==> src/rtl/augh_pkg.sv <==
package augh_pkg;

	localparam int CELLS_PER_AXIS_DEF  = 8;
	localparam int MAX_ELEMENTS_DEF    = 64;
	localparam int COORD_FRAC_BITS_DEF = 16;

	localparam logic [1:0] KIND_INSERT = 2'd0;
	localparam logic [1:0] KIND_REMOVE = 2'd1;
	localparam logic [1:0] KIND_QUERY  = 2'd2;

	localparam logic [1:0] STATUS_OK      = 2'd0;
	localparam logic [1:0] STATUS_INS_IGN = 2'd1;
	localparam logic [1:0] STATUS_REM_IGN = 2'd2;

	localparam logic [2:0] REG_DOMAIN_MIN_X = 3'd0;
	localparam logic [2:0] REG_DOMAIN_MIN_Y = 3'd1;
	localparam logic [2:0] REG_DOMAIN_MIN_Z = 3'd2;
	localparam logic [2:0] REG_INV_CELL     = 3'd3;
	localparam logic [2:0] REG_GRID_EXTENT  = 3'd4;

	localparam logic [2:0] CONV_LAST = 3'd7;
	localparam logic [2:0] CONV_LAT  = 3'd2;

	typedef struct packed {
		logic [1:0]         kind;
		logic [5:0]         element_id;
		logic signed [31:0] box_min_x;
		logic signed [31:0] box_min_y;
		logic signed [31:0] box_min_z;
		logic signed [31:0] box_max_x;
		logic signed [31:0] box_max_y;
		logic signed [31:0] box_max_z;
	} in_t;

	typedef struct packed {
		logic [5:0] hit_id;
		logic       hit_valid;
		logic [1:0] status;
		logic       last;
	} out_t;

	typedef struct packed {
		logic signed [31:0] domain_min_x;
		logic signed [31:0] domain_min_y;
		logic signed [31:0] domain_min_z;
		logic [31:0]        inverse_cell_size;
		logic [3:0]         grid_extent;
	} cfg_t;

	typedef struct packed {
		logic       load;
		logic       conv_en;
		logic [2:0] conv_cnt;
		logic       walk_start;
		logic       walk_next;
		logic       box_wr;
		logic       box_rd;
		logic       box_load;
		logic       present_set;
		logic       present_clr;
		logic       bm_rd;
		logic       bm_wr;
		logic       union_clr;
		logic       union_or;
		logic       scan_start;
		logic       scan_next;
		logic       scan_take;
		logic       clr_wr;
		logic       out_load;
		logic       out_hit;
		logic [1:0] out_status;
	} cmd_t;

	typedef struct packed {
		logic [1:0] kind;
		logic       id_ok;
		logic       id_present;
		logic       box_empty;
		logic       walk_last;
		logic       union_zero;
		logic       cur_bit;
		logic       last_hit;
		logic       clr_last;
		logic       slot_free;
	} sts_t;

endpackage

==> src/rtl/augh_ctrl.sv <==
module augh_ctrl (
	input  logic          clk,
	input  logic          arst_n,
	input  logic          in_valid,
	output logic          in_ready,
	input  augh_pkg::sts_t sts,
	output augh_pkg::cmd_t cmd
);
	import augh_pkg::*;

	localparam logic [3:0] S_CLEAR = 4'd0;
	localparam logic [3:0] S_IDLE  = 4'd1;
	localparam logic [3:0] S_DISP  = 4'd2;
	localparam logic [3:0] S_CONV  = 4'd3;
	localparam logic [3:0] S_BOXRD = 4'd4;
	localparam logic [3:0] S_BOXLD = 4'd5;
	localparam logic [3:0] S_WINIT = 4'd6;
	localparam logic [3:0] S_WRD   = 4'd7;
	localparam logic [3:0] S_WWR   = 4'd8;
	localparam logic [3:0] S_WDONE = 4'd9;
	localparam logic [3:0] S_SCAN  = 4'd10;
	localparam logic [3:0] S_EMIT  = 4'd11;

	logic [3:0] state_q, state_d;
	logic [2:0] cnt_q, cnt_d;
	logic [1:0] status_q, status_d;

	assign in_ready = (state_q == S_IDLE);

	always_comb begin
		state_d  = state_q;
		cnt_d    = cnt_q;
		status_d = status_q;
		cmd      = '0;
		cmd.conv_cnt   = cnt_q;
		cmd.out_status = status_q;
		unique case (state_q)
			S_CLEAR: begin
				cmd.clr_wr = 1'b1;
				if (sts.clr_last) begin
					state_d = S_IDLE;
				end
			end
			S_IDLE: begin
				if (in_valid) begin
					cmd.load = 1'b1;
					state_d  = S_DISP;
				end
			end
			S_DISP: begin
				cnt_d = '0;
				case (sts.kind)
					KIND_INSERT: begin
						if (sts.id_ok && !sts.id_present) begin
							state_d = S_CONV;
						end else begin
							status_d = STATUS_INS_IGN;
							state_d  = S_EMIT;
						end
					end
					KIND_REMOVE: begin
						if (sts.id_ok && sts.id_present) begin
							state_d = S_BOXRD;
						end else begin
							status_d = STATUS_REM_IGN;
							state_d  = S_EMIT;
						end
					end
					KIND_QUERY: begin
						cmd.union_clr = 1'b1;
						state_d       = S_CONV;
					end
					default: begin
						status_d = STATUS_OK;
						state_d  = S_EMIT;
					end
				endcase
			end
			S_CONV: begin
				cmd.conv_en = 1'b1;
				cnt_d       = cnt_q + 3'd1;
				if (cnt_q == CONV_LAST) begin
					state_d = S_WINIT;
				end
			end
			S_BOXRD: begin
				cmd.box_rd = 1'b1;
				state_d    = S_BOXLD;
			end
			S_BOXLD: begin
				cmd.box_load = 1'b1;
				state_d      = S_WINIT;
			end
			S_WINIT: begin
				cmd.walk_start  = 1'b1;
				cmd.box_wr      = (sts.kind == KIND_INSERT);
				cmd.present_set = (sts.kind == KIND_INSERT);
				cmd.present_clr = (sts.kind == KIND_REMOVE);
				state_d = sts.box_empty ? S_WDONE : S_WRD;
			end
			S_WRD: begin
				cmd.bm_rd = 1'b1;
				state_d   = S_WWR;
			end
			S_WWR: begin
				cmd.union_or = (sts.kind == KIND_QUERY);
				cmd.bm_wr    = (sts.kind != KIND_QUERY);
				if (sts.walk_last) begin
					state_d = S_WDONE;
				end else begin
					cmd.walk_next = 1'b1;
					state_d       = S_WRD;
				end
			end
			S_WDONE: begin
				if (sts.kind == KIND_QUERY && !sts.union_zero) begin
					cmd.scan_start = 1'b1;
					state_d        = S_SCAN;
				end else begin
					status_d = STATUS_OK;
					state_d  = S_EMIT;
				end
			end
			S_SCAN: begin
				if (!sts.cur_bit) begin
					cmd.scan_next = 1'b1;
				end else if (sts.slot_free) begin
					cmd.out_load  = 1'b1;
					cmd.out_hit   = 1'b1;
					cmd.scan_take = 1'b1;
					cmd.scan_next = 1'b1;
					if (sts.last_hit) begin
						state_d = S_IDLE;
					end
				end
			end
			S_EMIT: begin
				if (sts.slot_free) begin
					cmd.out_load = 1'b1;
					state_d      = S_IDLE;
				end
			end
			default: begin
				state_d = S_IDLE;
			end
		endcase
	end

	always_ff @(posedge clk or negedge arst_n) begin
		if (!arst_n) begin
			state_q  <= S_CLEAR;
			cnt_q    <= '0;
			status_q <= STATUS_OK;
		end else begin
			state_q  <= state_d;
			cnt_q    <= cnt_d;
			status_q <= status_d;
		end
	end
endmodule

==> config.mk <==
export PLATFORM = sky130hd
export DESIGN_NAME = augh_ctrl
export DESIGN_NICKNAME = d
export VERILOG_FILES = /design/src/rtl/augh_pkg.sv /design/src/rtl/augh_ctrl.sv
export SDC_FILE = /design/constraint.sdc
export NUM_CORES = 1
export LEC_CHECK = 0
export ABC_AREA = 1
export BUFFER_PORTS_ARGS = -buffer_cell sky130_fd_sc_hd__buf_2
export CAP_MARGIN = 5
export CORE_AREA = 4 4 51 53
export CTS_CLUSTER_DIAMETER = 150
export DETAILED_ROUTE_END_ITERATION = 7
export DIE_AREA = 0 0 55 57
export GPL_TIMING_DRIVEN = 1
export PLACE_DENSITY = 0.66
export SLEW_MARGIN = 20
export SYNTH_ARGS = -nofsm -noshare
export SYNTH_HDL_FRONTEND = slang
export SYNTH_SLANG_ARGS = --single-unit
==> constraint.sdc <==
create_clock -name clk -period 1.83 [get_ports clk]
set_clock_uncertainty 0.15 [all_clocks]
set_input_delay 0.2745 -clock clk [delete_from_list [all_inputs] [get_ports clk]]
set_output_delay 0.2745 -clock clk [all_outputs]
set_load 0.01 [all_outputs]
== Word level (Yosys, flattened, before mapping) ==
Cells that the tools add are included.
Widths: inputs -> output; s select.
Operators by class
  $add $sub $neg: 1
  equality and inequality tests: 26
  reductions and logical operators: 11
  muxes and demuxes: 46
Operators with widths (number)
  $pmux 4 s12: 1
  $mux 4: 11
  $mux 1: 22
  $ne 2x2->1 const B: 10
  $eq 4x3->1 const B: 4
  $eq 4x4->1 const B: 4
  $mux 2: 7
  $pmux 4 s3: 1
  $eq 4x2->1 const B: 2
  $reduce_and 7->1: 1
  $ne 3x3->1 const B: 2
  $pmux 2 s3: 1
  $pmux 3 s2: 1
  $reduce_and 5->1: 1
  $eq 4x1->1 const B: 1
  $logic_not 4->1: 1
  $pmux 2 s2: 1
  $reduce_bool 2->1: 2
  $add 3x1->3 const B: 1
  $eq 3x3->1 const B: 1
  $logic_and 1x1->1: 3
  $eq 2x1->1 const B: 1
  $eq 2x2->1 const B: 1
  $logic_not 1->1: 2
  other kinds (2): 2
Word-level totals
  register bits after elaboration: 9

== Depth between registers and ports, before layout ==
Gate-level depths: netlist of run 1.
  depth in word-level cells: 5
  depth in mapped cells: 9
  depth with buffers taken out: 9

== Worst setup path after synthesis of run 1 ==
Ideal clock, no wire load.
  path kind: flip-flop to output port
  from: reg state_q[0]
  to: out cmd[16] (netlist bit)
  slack: 93 ps
  stages on the path, launching flop included: 7
  arrival time: 1312 ps
  cell sequence: dfrtp_1 -> inv_2 -> nand2_1 -> nor2_1 -> inv_1 -> nor2_1 -> buf_4
RTL lines
  start, declared: line augh_ctrl.sv:24  | logic [3:0] state_q, state_d;
  start signal, assigned: line augh_ctrl.sv:155  | state_q <= state_d;
  end, declared: line augh_ctrl.sv:7  | output augh_pkg::cmd_t cmd

==> flow_summary.toml, run 1 <==
[power_and_ir_drop]
power_density_mw_per_mm2 = 1411
clkPwrFrac_pct = 8.7
switching_share_pct = 51.51
combPwrFrac_pct = 67.7
ir_worst_vdd_mv = 0.9089
seq_power_share_pct = 23.6
intPower_w = 0.0008372
p_sw_w = 0.0008894
leakage_nw = 0.7906

[setup_path]
timing.reg2reg.setup_slack_ns = 0.32
critical_path.max_fanout = 5
cp.arrival_ns = 1.36
crit_required_ns = 1.41
cp-start-kind = "flip-flop"
worst_path_max_delay_cell = "dfrtp_2"
endpoint_kind = "primary output"
critPathKind = "reg -> out"
crit_chain = "inv_2, nand2_2, nor2_1, o21a_1, buf_2"
max_stage_delay_ns = 0.44

[floorplanning]
die_area_sq_mm = 0.003135
core_area_sq_mm = 0.002148
io_pins = 39
fp.dieW_um = 55
fp.dieH_um = 57
start_util_pct = 39.49
placementRows = 17

[routing]
wl_per_cell_um = 11.67
first_pass_iters = 4
drc = 0
vias = 1089
drtIter0Drc = 10
wirelength_mm = 2.661
ant_nets = 0
viasPerCell = 4.776

[layout]
area_growth_pct = 44.25
drive_above_1_share_pct = 36.50
fin_nets = 217
n_antenna_cell = 0
utilization_pct = 56.96
final_common_cell = "nand2_1"
final_cell_mix = "44 x nand2_1, 38 x buf_2, 30 x nor2_1"

[timing]
relSlewSlack_pct = 84.27
slew_violations = 0
max_freq_mhz = 559.2
setup_viol = 0
hold_violations = 0
tightest_slew_ns = 0.2350
layout_min_cycle_time_ns = 1.788
rsz0062_at_grt = "yes"
fin_ws_ns = 0.04171
finalSetupTns_ns = 0
fin_crit_sh_pct = 97.72

[place]
dp_slack_ns = 0.1906
io_buffers = 38
dpl.hpwl_mm = 2.112
gp_congestion = 0.9014

[synthesis]
yosysWarningCount = 0
synth_seq_cells = 9
yosysSeqAreaShare_pct = 26.55
synth_top_area_share_pct = 26.55
ys_top_cells_by_area = "dfrtp_1 27%, nand2_1 21%, nor2_1 15%"
synth_area_sq_um = 848.3
syn_area_per_cell_sq_um = 5.618
netlist_instances = 151
synth.largest_area_cell = "dfrtp_1"
synth_nets = 167
netlist-cell-type-count = 19

[clock_network]
cts_buffers = 3
clock_latency_ns = 0.25
root_buffer = "clkbuf_4"
cts_htree_levels = 1
clk_pin_slew_worst_paths_ns = 0.06
clock_sinks = 9
cts.path.max_buffers = 2
cts_tree = "done"

[grt]
overflow = 0
grt_pass1_wl_mm = 4.071
grtUsageMet2_pct = 29.22
grt_pass1_vias = 988
antenna_found_initial = 0
grt.busiest_layer = "met2"
grt_max_degree = 10
use_met3_pct = 1.567
gr-usage-all-layers_pct = 17.22
grtUsageMet1_pct = 22.04

[status]
status = "completed"

[flow_run]
max_cap_violations = 0

[min_path]
hold_class = "in -> reg"
[worst max-delay path, delay by kind of cell (launching register included)]
| family | cells | cell delay [ns] |
|---|---|---|
| and+or+nand+nor | 2 | 0.28 |
| buffers and inverters | 2 | 0.24 |
| AOI/OAI and AO/OA | 1 | 0.14 |
| DFF | 1 | 0.44 |
[cell usage after synthesis]
cell type,number
nand2_1,48
nor2_1,34
inv_1,25
dfrtp_1,9
nand3_1,9
a21oi_1,3
nor2_2,3
o21ai_0,3
a22o_1,2
buf_4,2
ha_1,2
inv_2,2
nand3b_1,2
nor3_1,2
a211oi_1,1
nand2_2,1
nand3b_2,1
o21a_1,1
o21ai_1,1
[power groups by stage]
stage	logic (W)	registers [W]	clock network [W]
2_1_floorplan	0.000669	0.000380	0
3_3_place_gp	0.000967	0.000374	0
3_5_place_dp	0.000979	0.000377	0
4_1_cts	0.00100	0.000376	0.000158
5_1_grt	0.00132	0.000418	0.000174
6_report	0.00117	0.000408	0.000150
[through the flow]
stage / total power [W] / instance area, sq um / cells / hold slack, ns
6_report: 0.001727 / 1224 / 228 / 0.1945
5_1_grt: 0.001908 / 1224 / 228 / 0.1999
4_1_cts: 0.001535 / 1117 / 222 / 0.1779
3_5_place_dp: 0.001356 / 1066 / 216 / -0.01153
3_3_place_gp: 0.001341 / 1066 / 216 / -0.01258
2_1_floorplan: 0.001049 / 848.3 / 151 / -0.1711
[sequential cells by signal, indices dropped and copies added (netlist names)]
| signal | flops |
|---|---|
| cnt_q | 3 |
| status_q | 2 |
| state_q | 4 |
[area by class of cell]
cell class                 instances  area [sq um]
clock buffer                       4         26.28
fill                             228         924.6
inverter                          27         103.9
multi-input combinational        114         563.0
sequential                         9         230.2
tap                               28         35.03
timing repair buffer              46         265.3
[final timing paths]
kind,start,endpoint,depth (start not counted)
max in group asynchronous,arst_n,state_q[1]$_DFFE_PN0P_,2
max,state_q[0]$_DFFE_PN0P_,cmd[6],5
min reg2reg,status_q[1]$_DFFE_PN0P_,status_q[1]$_DFFE_PN0P_,2
max reg2reg,state_q[0]$_DFFE_PN0P_,status_q[0]$_DFFE_PN0P_,8
min,sts[5],state_q[3]$_DFFE_PN0P_,5
min in group asynchronous,arst_n,cnt_q[1]$_DFFE_PN0P_,2
[metal layers]
layer	share of wire, %	vias to the layer above
li1	-	564
met4	1.8	0
met3	6.7	6
met1	42	483
met5	0	-
met2	49	36
[cells by family (layout without fill, tap and decap cells)]
kind of cell / Yosys count / count (layout) / share of synthesized area [%]
compound gates: 11 / 11 / 7.964
fa+ha+maj: 2 / 2 / 2.949
buf+inv: 29 / 77 / 13.72
flops: 9 / 9 / 26.55
simple gates: 100 / 101 / 48.82
[timing repair]
action                                 4_1_cts  5_1_grt
setup buffers                                1        5
pin swaps                                    1        4
endpoints found under the hold margin        9        0
cloned                                       0        1
gates resized for setup                      3       18
setup endpoints to repair                   12       18
hold buffers                                 1        0
Note: power is estimated with default switching activity, not from simulation.
==> run 2, diff against run 1 <==
--- a/config.mk
+++ b/config.mk
@@ -14,6 +14,7 @@
 export DIE_AREA = 0 0 55 57
 export GPL_TIMING_DRIVEN = 1
 export PLACE_DENSITY = 0.66
+export REMOVE_ABC_BUFFERS = 1
 export SLEW_MARGIN = 20
 export SYNTH_ARGS = -nofsm -noshare
 export SYNTH_HDL_FRONTEND = slang
==> flow_summary.toml, run 2 (synthesis results as in run 1) <==
[power_and_ir_drop]
switching_share_pct = 50.85
combPwrFrac_pct = 67.9
ir_worst_vdd_mv = 0.7197
p_sw_w = 0.0008401
power_density_mw_per_mm2 = 1378
seq_power_share_pct = 23.2
intPower_w = 0.0008121
leakage_nw = 0.7846
clkPwrFrac_pct = 9.0

[place]
dpl.hpwl_mm = 2.004
dp_slack_ns = 0.2178
io_buffers = 38
gp_congestion = 0.8832
dpl.cell_count = 217

[min_path]
hold_class = "in -> reg"

[routing]
wl_per_cell_um = 10.31
wirelength_mm = 2.340
vias = 1047
viasPerCell = 4.612
ant_nets = 0
drc = 0
first_pass_iters = 4
drtIter0Drc = 21

[clock_network]
cts_htree_levels = 1
cts_tree = "done"
clk_pin_slew_worst_paths_ns = 0.06
clock_sinks = 9
root_buffer = "clkbuf_4"
clock_latency_ns = 0.25
cts_buffers = 3
cts.path.max_buffers = 2

[setup_path]
crit_required_ns = 1.41
cp.arrival_ns = 1.34
critical_path.max_fanout = 6
worst_path_max_delay_cell = "dfrtp_2"
cp-start-kind = "flip-flop"
critical-path-top-delay-family = "flip-flops"
max_stage_delay_ns = 0.46
path_buf_inv = 3
critPathKind = "reg -> out"
endpoint_kind = "primary output"
crit_chain = "inv_1, nand2_1, nor2_2, inv_1, nor2_2, buf_2"

[layout]
final_common_cell = "nand2_1"
drive_above_1_share_pct = 36.18
largest_reg_flops = 4
final_cell_mix = "43 x nand2_1, 38 x buf_2, 29 x nor2_1"
n_antenna_cell = 0
instances_no_fill = 227
largestRegisters = "state_q x4, cnt_q x3, status_q x2"
top_register = "state_q"
fin_nets = 216
area_growth_pct = 41.30

[grt]
overflow = 0
grtUsageMet2_pct = 23.82
use_met3_pct = 2.089
grt.busiest_layer = "met2"
gr-usage-all-layers_pct = 14.89
grt_pass1_vias = 913
grtUsageMet1_pct = 19.61
antenna_found_initial = 0
grt_pass1_wl_mm = 3.615
grt_max_degree = 10

[timing]
fin_crit_sh_pct = 96.36
hold_violations = 0
timing.hold.ws_ns = 0.1820
tightest_slew_ns = 0.2685
fin_ws_ns = 0.06661
rsz0062_at_grt = "yes"
setup_viol = 0
max_freq_mhz = 567.1
layout_min_cycle_time_ns = 1.763
finalSetupTns_ns = 0
relSlewSlack_pct = 82.03
slew_violations = 0

[floorplanning]
placementRows = 17
io_pins = 39
start_util_pct = 39.49
die_area_sq_mm = 0.003135
core_area_sq_mm = 0.002148
fp.dieH_um = 57
fp.dieW_um = 55

[status]
status = "completed"

[flow_run]
max_cap_violations = 0
==> run 2: cell types whose count changed in the layout (fill, tap and decap cells not counted) <==
cell,previous run,this run
nor2_4,3,1
buf_12,1,0
nand2_2,5,6
buf_4,6,7
nand2_1,44,43
inv_1,23,24
nor2_2,5,7
nor2_1,30,29
dfrtp_1,5,6
inv_2,3,2
dfrtp_2,4,3
==> run 2: worst register-to-register path, delay by kind of cell, from the launching register on <==
kind / cells / cell delay (ns)
simple gates: 7 / 0.74
buf+inv: 1 / 0.16
flops: 1 / 0.40
==> run 2: cell type report <==
class	count	area (sq um)
inverter	27	103.9
multi-input combinational	113	551.8
fill	226	949.7
clock buffer	4	26.28
sequential	9	229.0
tap	28	35.03
timing repair buffer	46	252.7
==> run 2: timing repair <==
item,CTS,global route
buffers inserted,2,3
hold buffers,1,0
gates resized for setup,4,15
pin swaps,0,4
hold endpoints to repair,9,0
endpoints found under the setup margin,8,13
==> run 2: final timing paths <==
check	from	to	slack [ns]	cells past startpoint
worst min-delay path	sts[5]	state_q[3]$_DFFE_PN0P_	0.18	5
max in group asynchronous	arst_n	state_q[2]$_DFFE_PN0P_	1.09	2
worst min register to register	status_q[0]$_DFFE_PN0P_	status_q[0]$_DFFE_PN0P_	0.32	2
min in group asynchronous	arst_n	cnt_q[2]$_DFFE_PN0P_	0.24	2
worst max-delay path	state_q[3]$_DFFE_PN0P_	cmd[13]	0.07	6
worst max register to register	state_q[0]$_DFFE_PN0P_	status_q[1]$_DFFE_PN0P_	0.32	8
==> run 2: power by group through the flow <==
stage | clock network [W] | logic (W) | registers (W)
after detailed placement | 0 | 0.000982 | 0.000375
after floorplan | 0 | 0.000666 | 0.000380
after CTS | 0.000157 | 0.00104 | 0.000369
after global routing | 0.000169 | 0.00126 | 0.000395
after global placement | 0 | 0.000978 | 0.000371
final | 0.000148 | 0.00112 | 0.000383
==> run 2: per-stage QoR <==
stage	utilization (%)	power (W)	instance area, sq um
2_1_floorplan	-	0.001046	833.3
3_3_place_gp	49.97	0.001349	1074
3_5_place_dp	49.97	0.001357	1074
4_1_cts	52.88	0.001566	1136
5_1_grt	55.79	0.001821	1199
6_report	55.79	0.001652	1199
==> run 2: per-layer routing <==
metal | part of all wire [%] | vias up
met5 | 0 | -
met1 | 43 | 450
li1 | - | 557
met3 | 8.2 | 6
met4 | 2.0 | 0
met2 | 46 | 34
